--- config.mk ---
export PLATFORM = sky130hd
export DESIGN_NAME = span_shift_reduce_stack
export DESIGN_NICKNAME = d
export VERILOG_FILES = /design/src/design/ssr_pkg.sv /design/src/design/ssr_ctrl.sv /design/src/design/ssr_datapath.sv /design/src/design/span_shift_reduce_stack.sv
export SDC_FILE = /design/constraint.sdc
export NUM_CORES = 1
export LEC_CHECK = 0
export BUFFER_PORTS_ARGS = -buffer_cell sky130_fd_sc_hd__clkbuf_2
export CORE_MARGIN = 2
export CORE_UTILIZATION = 67
export DETAILED_ROUTE_END_ITERATION = 8
export PLACE_DENSITY = 0.94
export SETUP_SLACK_MARGIN = 0.2
export SLEW_MARGIN = 20
export SYNTH_ARGS = -nofsm -noshare
export SYNTH_HDL_FRONTEND = slang
export SYNTH_SLANG_ARGS = --single-unit
--- constraint.sdc ---
create_clock -name clk -period 10.6 [get_ports clk]
set_input_delay 1.06 -clock clk [delete_from_list [all_inputs] [get_ports clk]]
set_output_delay 1.06 -clock clk [all_outputs]
set_load 0.1 [all_outputs]
--- src/design/ssr_pkg.sv ---
// Shared types and constants for the span shift-reduce stack.
// Used by ssr_ctrl, ssr_datapath, span_shift_reduce_stack and tb_top; depends on nothing.
package ssr_pkg;

  localparam int POS_W           = 8;
  localparam int DIST_W          = 10;
  localparam int STACK_DEPTH_DEF = 16;
  // Positions are reduced modulo this count; it must be a power of two.
  localparam int POSITION_COUNT  = 256;

  localparam logic [DIST_W-1:0] DIST_POS_ONE = DIST_W'(1);
  localparam logic [DIST_W-1:0] DIST_NEG_ONE = '1;

  // Controller to datapath commands
  typedef struct packed {
    logic load;    // capture the incoming span
    logic first;   // push onto an empty stack, distance = start + 1
    logic eval;    // compare with the top span, pop, push, or drop when full
    logic absorb;  // pop the span below into the merged span
    logic push;    // push the merged span
    logic emit;    // load the output register
  } ssr_cmd_t;

  // Datapath to controller status
  typedef struct packed {
    logic empty;
    logic full;
    logic adj;     // distance to the top span is +1 or -1
    logic abut;    // merged span abuts the span below on either side
  } ssr_stat_t;

endpackage

--- src/design/ssr_ctrl.sv ---
// Sequencer of the span shift-reduce stack: steps one transaction through
// first-push or evaluate, merge and result phases. Depends on ssr_pkg.
module ssr_ctrl (
  input  logic              clk,
  input  logic              rst,
  input  logic              s_tvalid,
  output logic              s_tready,
  input  logic              m_tready,
  output logic              m_tvalid,
  input  ssr_pkg::ssr_stat_t stat,
  output ssr_pkg::ssr_cmd_t  cmd
);

  typedef enum logic [2:0] {
    IDLE,
    FIRST,
    EVAL,
    MERGE,
    RESULT
  } state_t;

  state_t state;
  state_t state_next;
  logic   out_free;

  assign out_free = !m_tvalid || m_tready;
  assign s_tready = (state == IDLE);

  always_comb begin
    cmd        = '0;
    state_next = state;
    case (state)
      IDLE: begin
        if (s_tvalid) begin
          cmd.load   = 1'b1;
          state_next = stat.empty ? FIRST : EVAL;
        end
      end
      FIRST: begin
        cmd.first  = 1'b1;
        state_next = RESULT;
      end
      EVAL: begin
        cmd.eval   = 1'b1;
        state_next = stat.adj ? MERGE : RESULT;
      end
      MERGE: begin
        if (!stat.empty && stat.abut) begin
          cmd.absorb = 1'b1;
        end else begin
          cmd.push   = 1'b1;
          state_next = RESULT;
        end
      end
      RESULT: begin
        // hold until the output register is free
        if (out_free) begin
          cmd.emit   = 1'b1;
          state_next = IDLE;
        end
      end
      default: state_next = IDLE;
    endcase
  end

  always_ff @(posedge clk) begin
    if (rst) begin
      state    <= IDLE;
      m_tvalid <= 1'b0;
    end else begin
      state <= state_next;
      if (cmd.emit) begin
        m_tvalid <= 1'b1;
      end else if (m_tready) begin
        m_tvalid <= 1'b0;
      end
    end
  end

endmodule

--- src/design/ssr_datapath.sv ---
// Datapath of the span shift-reduce stack: span registers, stack memory,
// distance and abut compares, output register. Depends on ssr_pkg.
module ssr_datapath #(
  parameter  int STACK_DEPTH = ssr_pkg::STACK_DEPTH_DEF,
  localparam int CW          = $clog2(STACK_DEPTH + 1),
  localparam int AW          = $clog2(STACK_DEPTH)
) (
  input  logic                              clk,
  input  logic                              rst,
  input  logic [ssr_pkg::POS_W-1:0]         in_start,
  input  logic [ssr_pkg::POS_W-1:0]         in_end,
  input  ssr_pkg::ssr_cmd_t                 cmd,
  output ssr_pkg::ssr_stat_t                stat,
  output logic signed [ssr_pkg::DIST_W-1:0] res_distance,
  output logic [CW-1:0]                     res_depth,
  output logic                              res_overflow
);

  localparam int PW = ssr_pkg::POS_W;
  localparam int DW = ssr_pkg::DIST_W;

  logic [PW-1:0]   cur_start;
  logic [PW-1:0]   cur_end;
  logic [2*PW-1:0] mem [STACK_DEPTH];
  logic [2*PW-1:0] rd_data;
  logic [PW-1:0]   top_start;
  logic [PW-1:0]   top_end;
  logic [CW-1:0]   count;
  logic [CW-1:0]   count_next;
  logic [CW-1:0]   rd_idx;
  logic            we;
  logic [DW-1:0]   dist_calc;
  logic [DW-1:0]   step_dist;
  logic            ovf;
  logic            adj;
  logic            abut_lo;
  logic            abut_hi;
  logic [PW-1:0]   red_start;
  logic [PW-1:0]   red_end;

  assign red_start = PW'(32'(in_start) % ssr_pkg::POSITION_COUNT);
  assign red_end   = PW'(32'(in_end) % ssr_pkg::POSITION_COUNT);

  assign top_start = rd_data[PW-1:0];
  assign top_end   = rd_data[2*PW-1:PW];

  // Two's complement difference, wrapped to the distance width
  assign dist_calc = (cur_start > top_start) ? (DW'(cur_start) - DW'(top_end))
                                             : (DW'(cur_end) - DW'(top_start));
  assign adj = (dist_calc == ssr_pkg::DIST_POS_ONE) ||
               (dist_calc == ssr_pkg::DIST_NEG_ONE);

  assign abut_lo = ((PW + 1)'(cur_start) == (PW + 1)'(top_end) + (PW + 1)'(1));
  assign abut_hi = ((PW + 1)'(top_start) == (PW + 1)'(cur_end) + (PW + 1)'(1));

  assign stat.empty = (count == '0);
  assign stat.full  = (count == CW'(STACK_DEPTH));
  assign stat.adj   = adj;
  assign stat.abut  = abut_lo || abut_hi;

  always_comb begin
    we         = 1'b0;
    count_next = count;
    if (cmd.first || cmd.push) begin
      we         = 1'b1;
      count_next = count + CW'(1);
    end
    if (cmd.eval) begin
      if (adj) begin
        count_next = count - CW'(1);
      end else if (!stat.full) begin
        we         = 1'b1;
        count_next = count + CW'(1);
      end
    end
    if (cmd.absorb) begin
      count_next = count - CW'(1);
    end
  end

  // Read the entry that will be on top next cycle
  assign rd_idx = count_next - CW'(1);

  always_ff @(posedge clk) begin
    if (we) begin
      mem[count[AW-1:0]] <= {cur_end, cur_start};
    end
    rd_data <= mem[rd_idx[AW-1:0]];
  end

  always_ff @(posedge clk) begin
    if (rst) begin
      count <= '0;
    end else begin
      count <= count_next;
    end
  end

  always_ff @(posedge clk) begin
    if (cmd.load) begin
      cur_start <= red_start;
      cur_end   <= red_end;
    end
    if (cmd.first) begin
      step_dist <= DW'(cur_start) + DW'(1);
      ovf       <= 1'b0;
    end
    if (cmd.eval) begin
      step_dist <= dist_calc;
      ovf       <= !adj && stat.full;
      if (adj) begin
        if (dist_calc == ssr_pkg::DIST_POS_ONE) begin
          cur_start <= top_start;
        end else begin
          cur_end <= top_end;
        end
      end
    end
    if (cmd.absorb) begin
      if (abut_lo) begin
        cur_start <= top_start;
      end else begin
        cur_end <= top_end;
      end
    end
    if (cmd.emit) begin
      res_distance <= step_dist;
      res_depth    <= count;
      res_overflow <= ovf;
    end
  end

`ifndef ASSERT_OFF
  a_count_bound: assert property (@(posedge clk) disable iff (rst)
    count <= CW'(STACK_DEPTH))
    else $error("stack count above depth");

  a_absorb_valid: assert property (@(posedge clk) disable iff (rst)
    cmd.absorb |-> !stat.empty && stat.abut)
    else $error("absorb without an abutting span below");

  a_plain_push: assert property (@(posedge clk) disable iff (rst)
    cmd.eval && !adj && !stat.full |=> count == $past(count) + CW'(1))
    else $error("unmerged push did not grow the stack");
`endif

endmodule

--- src/design/span_shift_reduce_stack.sv ---
// Top level of the span shift-reduce stack: joins ssr_ctrl and ssr_datapath.
// Depends on ssr_pkg, ssr_ctrl and ssr_datapath.
//
// Usage:
//   s_* channel takes one span per transaction: start and end word positions.
//   m_* channel returns one result per span: signed distance to the previous
//   top span (start + 1 on an empty stack), stack depth after the step, and an
//   overflow flag set when an unmerged span hit a full stack and was dropped.
//   A span at distance +1 or -1 pops and merges with the top, then keeps
//   absorbing abutting spans below before it is pushed.
// Sequencing:
//   One span at a time. An unmerged span goes from acceptance through the
//   evaluate (or first-push) state to the result state; a merging span goes
//   through evaluate, one merge step per span absorbed below the top, a push
//   step and the result state, with one registered read of the stack memory
//   per absorb step. s_tready rises together with m_tvalid.
// Reset (rst, synchronous): empties the stack and drops any pending result.
// Stall: a result held by m_tready low keeps the next span in its result phase
// until the output register frees up; s_tready stays low meanwhile.
module span_shift_reduce_stack #(
  parameter  int STACK_DEPTH = ssr_pkg::STACK_DEPTH_DEF,
  localparam int CW          = $clog2(STACK_DEPTH + 1),
  localparam int OW          = ((ssr_pkg::DIST_W + CW + 1 + 7) / 8) * 8
) (
  input  logic                        clk,
  input  logic                        rst,
  input  logic                        s_tvalid,
  output logic                        s_tready,
  input  logic [2*ssr_pkg::POS_W-1:0] s_tdata,   // span_start, span_end
  output logic                        m_tvalid,
  input  logic                        m_tready,
  output logic [OW-1:0]               m_tdata    // distance, stack_depth, overflow
);

  localparam int PW = ssr_pkg::POS_W;
  localparam int DW = ssr_pkg::DIST_W;

  ssr_pkg::ssr_cmd_t  cmd;
  ssr_pkg::ssr_stat_t stat;

  logic signed [DW-1:0] distance;
  logic [CW-1:0]        stack_depth;
  logic                 overflow;

  ssr_ctrl u_ctrl (
    .clk      (clk),
    .rst      (rst),
    .s_tvalid (s_tvalid),
    .s_tready (s_tready),
    .m_tready (m_tready),
    .m_tvalid (m_tvalid),
    .stat     (stat),
    .cmd      (cmd)
  );

  ssr_datapath #(
    .STACK_DEPTH (STACK_DEPTH)
  ) u_datapath (
    .clk          (clk),
    .rst          (rst),
    .in_start     (s_tdata[PW-1:0]),
    .in_end       (s_tdata[2*PW-1:PW]),
    .cmd          (cmd),
    .stat         (stat),
    .res_distance (distance),
    .res_depth    (stack_depth),
    .res_overflow (overflow)
  );

  assign m_tdata = OW'({overflow, stack_depth, distance});

endmodule

**Yosys cells after proc, flatten, opt, wreduce, memory -nomap -nowiden**

Memories as Yosys holds them, arrays and structs flattened. A register that Yosys moved wholly into a read port is not among the register bits.
Index checks and enable logic that the tools add are counted.

- Add/subtract/negate cells: 8
- $lt $le $gt $ge: 1
- Equality and inequality tests: 12
- Mux-type cells: 45
- Reductions and logical operators: 14

Operators by type and width:

| operator | count |
|---|---|
| 8-bit 2-to-1 mux | 12 |
| 10-bit 2-to-1 mux | 3 |
| 8-bit by 1-bit adder with 9-bit output (second input constant) | 3 |
| 5-bit 2-to-1 mux | 5 |
| 8-bit by 9-bit equality test with 1-bit output | 2 |
| 1-bit 2-to-1 mux | 18 |
| 8-bit by 8-bit subtractor with 9-bit output | 2 |
| 3-bit case mux with 5 select lines | 1 |
| 3-bit 2-to-1 mux | 4 |
| 10-bit by 1-bit equality test with 1-bit output (second input constant) | 1 |
| 10-bit equality test (second input constant) | 1 |
| 8-bit > comparator | 1 |
| 3-bit by 2-bit equality test with 1-bit output (second input constant) | 2 |
| 5-bit by 1-bit adder with 5-bit output (second input constant) | 1 |
| 5-bit equality test (second input constant) | 1 |
| 5-bit zero test | 1 |
| 5-bit by 1-bit subtractor with 5-bit output (second input constant) | 1 |
| 1-bit logical OR | 4 |
| 2-bit 2-to-1 mux | 2 |
| 2-bit inequality test (second input constant) | 2 |
| 2-bit nonzero test | 2 |
| 4-bit by 1-bit subtractor with 4-bit output (second input constant) | 1 |
| 3-bit by 1-bit equality test with 1-bit output (second input constant) | 1 |
| 3-bit equality test (second input constant) | 1 |
| 5 further kinds | 8 |

- Register bits: 52
- Bits in writable memories: 256
- Bits of input ports: 20
- Word-level logic and storage cells: 91
- Memories: 1

Memory list:

| memory | words | bits a word | read ports | clocked after memory_dff | wr ports | line | RTL |
|---|---|---|---|---|---|---|---|
| u_datapath.mem | 16 | 16 | 1 | 1 | 1 | ssr_datapath.sv:24 | `logic [2*PW-1:0] mem [STACK_DEPTH];` |

**Depth between registers and ports, before layout**

- Depth in word-level cells: 13
- Gate-level depth with buffers: 19
- Mapped depth without buffers: 17

**By module**

A second synthesis with hierarchy kept.

- Cell total of the unflattened synthesis: 1504
- Area, all modules: 17053.9 µm²

Modules (own cells, without submodules):

| module | times used | cells each | area each (µm²) | sequential area each (µm²) |
|---|---|---|---|---|
| ssr_datapath | 1 | 1467 | 16753.6 | 9238.9 |
| ssr_ctrl | 1 | 36 | 292.8 | 80.1 |
| span_shift_reduce_stack | 1 | 1 | 7.5 | 0.0 |

**Worst setup path after synthesis**

Ideal clock, no wire load.

- Kind: register to register
- From: register u_datapath.cur_end[0]
- To: memory u_datapath.mem[1][0] in the netlist's numbering (enable)
- Setup time: 0.409 ns
- Arrival time: 4.233 ns
- Required time: 10.191 ns
- Path slack: 5.958 ns
- Cell stages (with the launch flop): 15
- Clock period less this slack: 4.642 ns
- Path through: dfxtp_1 inv_1 ha_1 fa_1 nand2b_1 a21o_1 a311oi_1 nor3b_1 a21o_1 a211oi_2 or2_1 buf_4 o21bai_4 nand2_1 nor3_1

- Word-level cells in the longest chain between the ends: 13
- Elaborated cells on any way between the ends: 18
- Those cells by class: add/sub (2); eq/ne (3); mux (9); reduce/logical (4)

RTL lines:

| element | line | RTL |
|---|---|---|
| start: declaration | ssr_datapath.sv:23 | `logic [PW-1:0] cur_end;` |
| start signal: assignment | ssr_datapath.sv:102 | `cur_end <= red_end;` |
| start signal: assignment | ssr_datapath.sv:115 | `cur_end <= top_end;` |
| start signal: assignment | ssr_datapath.sv:123 | `cur_end <= top_end;` |
| 8-bit by 1-bit adder with 9-bit output | ssr_datapath.sv:54 | `assign abut_hi = ((PW + 1)'(top_start) == (PW + 1)'(cur_end) + (PW + 1)'(1));` |
| 8-bit by 9-bit equality test with 1-bit output | ssr_datapath.sv:54 |  |
| 1-bit logical OR | ssr_datapath.sv:59 | `assign stat.abut = abut_lo \|\| abut_hi;` |
| 1-bit logical AND | ssr_ctrl.sv:48 | `if (!stat.empty && stat.abut) begin` |
| 1-bit 2-to-1 mux | ssr_ctrl.sv:48 |  |
| 2-bit 2-to-1 mux | ssr_ctrl.sv:32 | `case (state)` |
| 1-bit logical OR | ssr_datapath.sv:64 | `if (cmd.first \|\| cmd.push) begin` |
| 1-bit 2-to-1 mux | ssr_datapath.sv:64 |  |
| 1-bit 2-to-1 mux | ssr_datapath.sv:71 | `end else if (!stat.full) begin` |
| 1-bit 2-to-1 mux | ssr_datapath.sv:69 | `if (adj) begin` |
| 1-bit 2-to-1 mux (*) | ssr_datapath.sv:68 | `if (cmd.eval) begin` |
| 1-bit 2-to-1 mux (*) | ssr_datapath.sv:85 | `if (we) begin` |
| 1-bit 2-to-1 mux (not written as such) (*) | ssr_datapath.sv:86 | `mem[count[AW-1:0]] <= {cur_end, cur_start};` |
| end: declaration | ssr_datapath.sv:24 |  |

Mark *: on every way between the ends. The rest lies on a longest branch, timed or not.

**Worst setup path in the final report**

- From: register u_datapath.cur_end[0]
- To: register u_datapath.rd_data[14], read port of u_datapath.mem

- Word-level cells in the longest chain between the ends: 13
- Elaborated cells on any way between the ends: 19
- Those cells by class: add/sub (3); eq/ne (3); mux (9); reduce/logical (4)

RTL lines:

| element | line | RTL |
|---|---|---|
| 8-bit by 1-bit adder with 9-bit output | ssr_datapath.sv:54 |  |
| 8-bit by 9-bit equality test with 1-bit output | ssr_datapath.sv:54 |  |
| 1-bit logical OR | ssr_datapath.sv:59 |  |
| 1-bit logical AND | ssr_ctrl.sv:48 |  |
| 1-bit 2-to-1 mux | ssr_ctrl.sv:48 |  |
| 2-bit 2-to-1 mux | ssr_ctrl.sv:32 |  |
| 1-bit logical OR | ssr_datapath.sv:64 |  |
| 5-bit 2-to-1 mux | ssr_datapath.sv:64 |  |
| 5-bit 2-to-1 mux | ssr_datapath.sv:71 |  |
| 5-bit 2-to-1 mux | ssr_datapath.sv:69 |  |
| 5-bit 2-to-1 mux | ssr_datapath.sv:68 |  |
| 5-bit 2-to-1 mux (*) | ssr_datapath.sv:76 | `if (cmd.absorb) begin` |
| 4-bit by 1-bit subtractor with 4-bit output (*) | ssr_datapath.sv:82 | `assign rd_idx = count_next - CW'(1);` |
| end: declaration | ssr_datapath.sv:25 | `logic [2*PW-1:0] rd_data;` |

Marks and branches as above.
A chain may end at the register's enable or synchronous reset.

==> impl_metrics.csv <==
group,metric,value,unit
outcome,status,"complete, no violations",
timing,hold_viol_final,0,
placed_design,placed_cell_area,0.01494,mm2
worst_setup_path,r2r_start,"u_datapath.cur_end[0]",
clock_network,path_clk_slew,0.06,ns
worst_setup_path,crit_path_end_kind,"register",
worst_setup_path,rrSetupSlack,4.15,ns
clock_network,numClockSinks,324,
synth,syn_nets,958,
synth,postSynthAreaPerCell,15.92,um2
worst_setup_path,crit_required,10.98,ns
layout,fillers,1065,
hold_path,hold_depth,0,
placed_design,gp_congestion,0.9166,
layout,nets,1020,
routing,ant_nets,0,
floorplanning,num_io_pins,38,
worst_setup_path,cp_data_arrival_time,6.82,ns
synth,synth_cell_types,72,
floorplanning,dieArea,0.02264,mm2
floorplanning,core_area,0.02102,mm2
routing,vias_per_cell,6.882,
hold_path,whs_endpoint,"u_datapath.res_distance[7]",
clock_network,root_buffer,"clkbuf_16",
timing,finClkSkew,0.01897,ns
worst_setup_path,path_max_fanout,64,
timing,maxSlewHeadroom,0.2886,
worst_setup_path,startpoint,"u_datapath.cur_end[0]",
clock_network,cts_resized,0,
synth,syn_inst,903,
timing,fin_crit_sh,0.6082,
hold_path,hp-class,"register to register",
routing,drt-initial-drc-count,1229,
routing,wirelength,34890,um
floorplanning,fp.dieW,150.5,um
synth,synth_ff_type,"edfxtp_1",
hold_path,min_from,"u_datapath.step_dist[7]",
routing,drc,0,
floorplanning,rows,53,
worst_setup_path,rr_endpoint,"u_datapath.rd_data[14]",
clock_network,hold_buffers,0,
floorplanning,start_util,0.6837,
global_route,grt_pass1_vias,8751,
clock_network,clkLatencyLatePin,0.53,ns
layout,area_growth,11.76,%
global_route,overflow,0,
layout,antenna-diode-count,0,
global_route,grt_usage,0.3220,
routing,dr.pass1.iters,6,
synth,ys_seq_area_frac,0.6484,
job,cap_violations,0,
layout,finish.utilization,0.7641,
timing,rsz0062_at_grt,"no",
placed_design,portBuffers,37,
routing,vias,8706,
clock_network,cts_tree,"built",
global_route,grt_max_degree,65,
synth,yosysWarnings,0,
timing,hold_slack,0.4116,ns
floorplanning,die_h,150.5,um
synth,synthArstFlopShare,0,
worst_setup_path,r2r_cells,19,
timing,finalSetupViolCount,0,
synth,ys_ff_latch,324,
global_route,grt_pass1_wl,52090,um
clock_network,cts_buffer_depth,3,
worst_setup_path,crit_type,"register to register",
timing,fmax,155.1,MHz
timing,finalMaxSlewViolations,0,
timing,period_needed,6.447,ns
synth,netlist_area,0.01437,mm2
routing,wire_per_inst,27.58,um
layout,fin_area,0.01606,mm2
clock_network,cts.htree.levels,2,
clock_network,cts_inserted_buffers,34,
layout,final_common_cell,"edfxtp_1",
timing,worst_pin_slew,1.065,ns
synth,synth_edf_count,283,
timing,fin_setup_tns,0,ns
layout,drive_above_1_share,0.2162,
global_route,antenna_found_initial,0,
placed_design,hpwl,20190,um
clock_network,cts_setup_buffers,0,
layout,layout_common_cells,"283 x edfxtp_1, 71 x mux2i_1, 64 x mux4_2",
worst_setup_path,cp-start-kind,"register",
-- per-layer routing --
metal / track usage / share of wire / vias to the layer above
li1: - / - / 3658
met1: 0.4393 / 0.36 / 4271
met2: 0.5111 / 0.48 / 637
met3: 0.07061 / 0.12 / 140
met4: 0.1349 / 0.044 / 0
met5: 0 / 0 / -
-- worst max-delay path by stage --
stage                     slack [ns]                     end  cells past startpoint
final                           4.15  u_datapath.rd_data[14]                     19
after global routing            3.93  u_datapath.rd_data[14]                     19
after CTS                       4.31  u_datapath.rd_data[14]                     19
after detailed placement        4.42  u_datapath.rd_data[13]                     19
after global placement          4.58  u_datapath.rd_data[14]                     19
after floorplan                 5.96    u_datapath.mem[1][0]                     14
-- cell usage after synthesis, types with 9 or more instances --
master    instances  share of area
mux2i_1          71          0.049
ha_1             33          0.029
nor3_1           16         0.0056
a21o_1            9         0.0047
inv_1            30         0.0078
edfxtp_1        283           0.59
o21ai_0          23         0.0080
a21oi_1          29          0.010
clkbuf_1         24         0.0063
nand3_1          16         0.0056
nand2b_1         12         0.0052
dfxtp_1          41          0.057
nor2_1           57          0.015
xnor2_1          15         0.0091
xor2_1           17          0.010
mux4_2           64           0.10
nand2_1          41          0.011
-- state kept, by name (all words and copies together) (netlist names) --
name,cells
u_datapath.mem,256
u_datapath.rd_data,16
u_datapath.cur_end,8
u_datapath.step_dist,10
u_datapath.res_distance,10
u_datapath.res_depth,5
u_ctrl.state,3
u_datapath.count,5
u_datapath.res_overflow,1
u_ctrl.m_tvalid,1
u_datapath.cur_start,8
u_datapath.ovf,1
-- through the flow --
stage / cells / worst slack (ns)
2_1_floorplan: 903 / 5.958
3_3_place_gp: 1204 / 4.585
3_5_place_dp: 1204 / 4.422
4_1_cts: 1265 / 4.312
5_1_grt: 1265 / 3.934
6_report: 1265 / 4.153
-- cell families (layout without fill, tap and decap cells) --
| kind of cell | after synthesis | count (layout) | synth area share |
|---|---|---|---|
| compound gates | 111 | 111 | 0.05389 |
| xor+xnor | 35 | 35 | 0.02446 |
| mux | 138 | 138 | 0.1523 |
| fa+ha+maj | 35 | 35 | 0.03151 |
| flops | 324 | 324 | 0.6484 |
| simple gates | 191 | 191 | 0.06643 |
| buf+inv | 69 | 156 | 0.02307 |
-- critical path, stage by stage, from the launching register on --
cell	delay, ns
dfxtp_1	0.71
inv_1	0.16
ha_1	0.29
fa_1	0.47
nand2b_1	0.21
a21o_1	0.20
a311oi_1	0.28
nor3b_1	0.42
a21o_1	0.27
o211a_1	0.24
nor3_1	0.07
o21ai_2	0.16
xnor2_2	0.13
buf_4	0.54
inv_1	0.18
ha_2	0.37
buf_4	0.67
mux4_2	0.43
mux2i_1	0.27
mux2i_1	0.12
-- cell type report --
class / instances / area, um2 / share of cell area
multi-input cells: 510 / 4767 / 0.2968
flip-flops and latches: 324 / 9319 / 0.5802
repair buffers: 65 / 395.4 / 0.02461
clock buffers: 43 / 955.9 / 0.05951
well taps: 275 / 344.1 / 0.02142
inverters: 30 / 112.6 / 0.007010
clock inverters: 18 / 168.9 / 0.01052
Power is not shown: default switching activity piles up to over one toggle a cycle in this logic, so the estimate is an artifact.
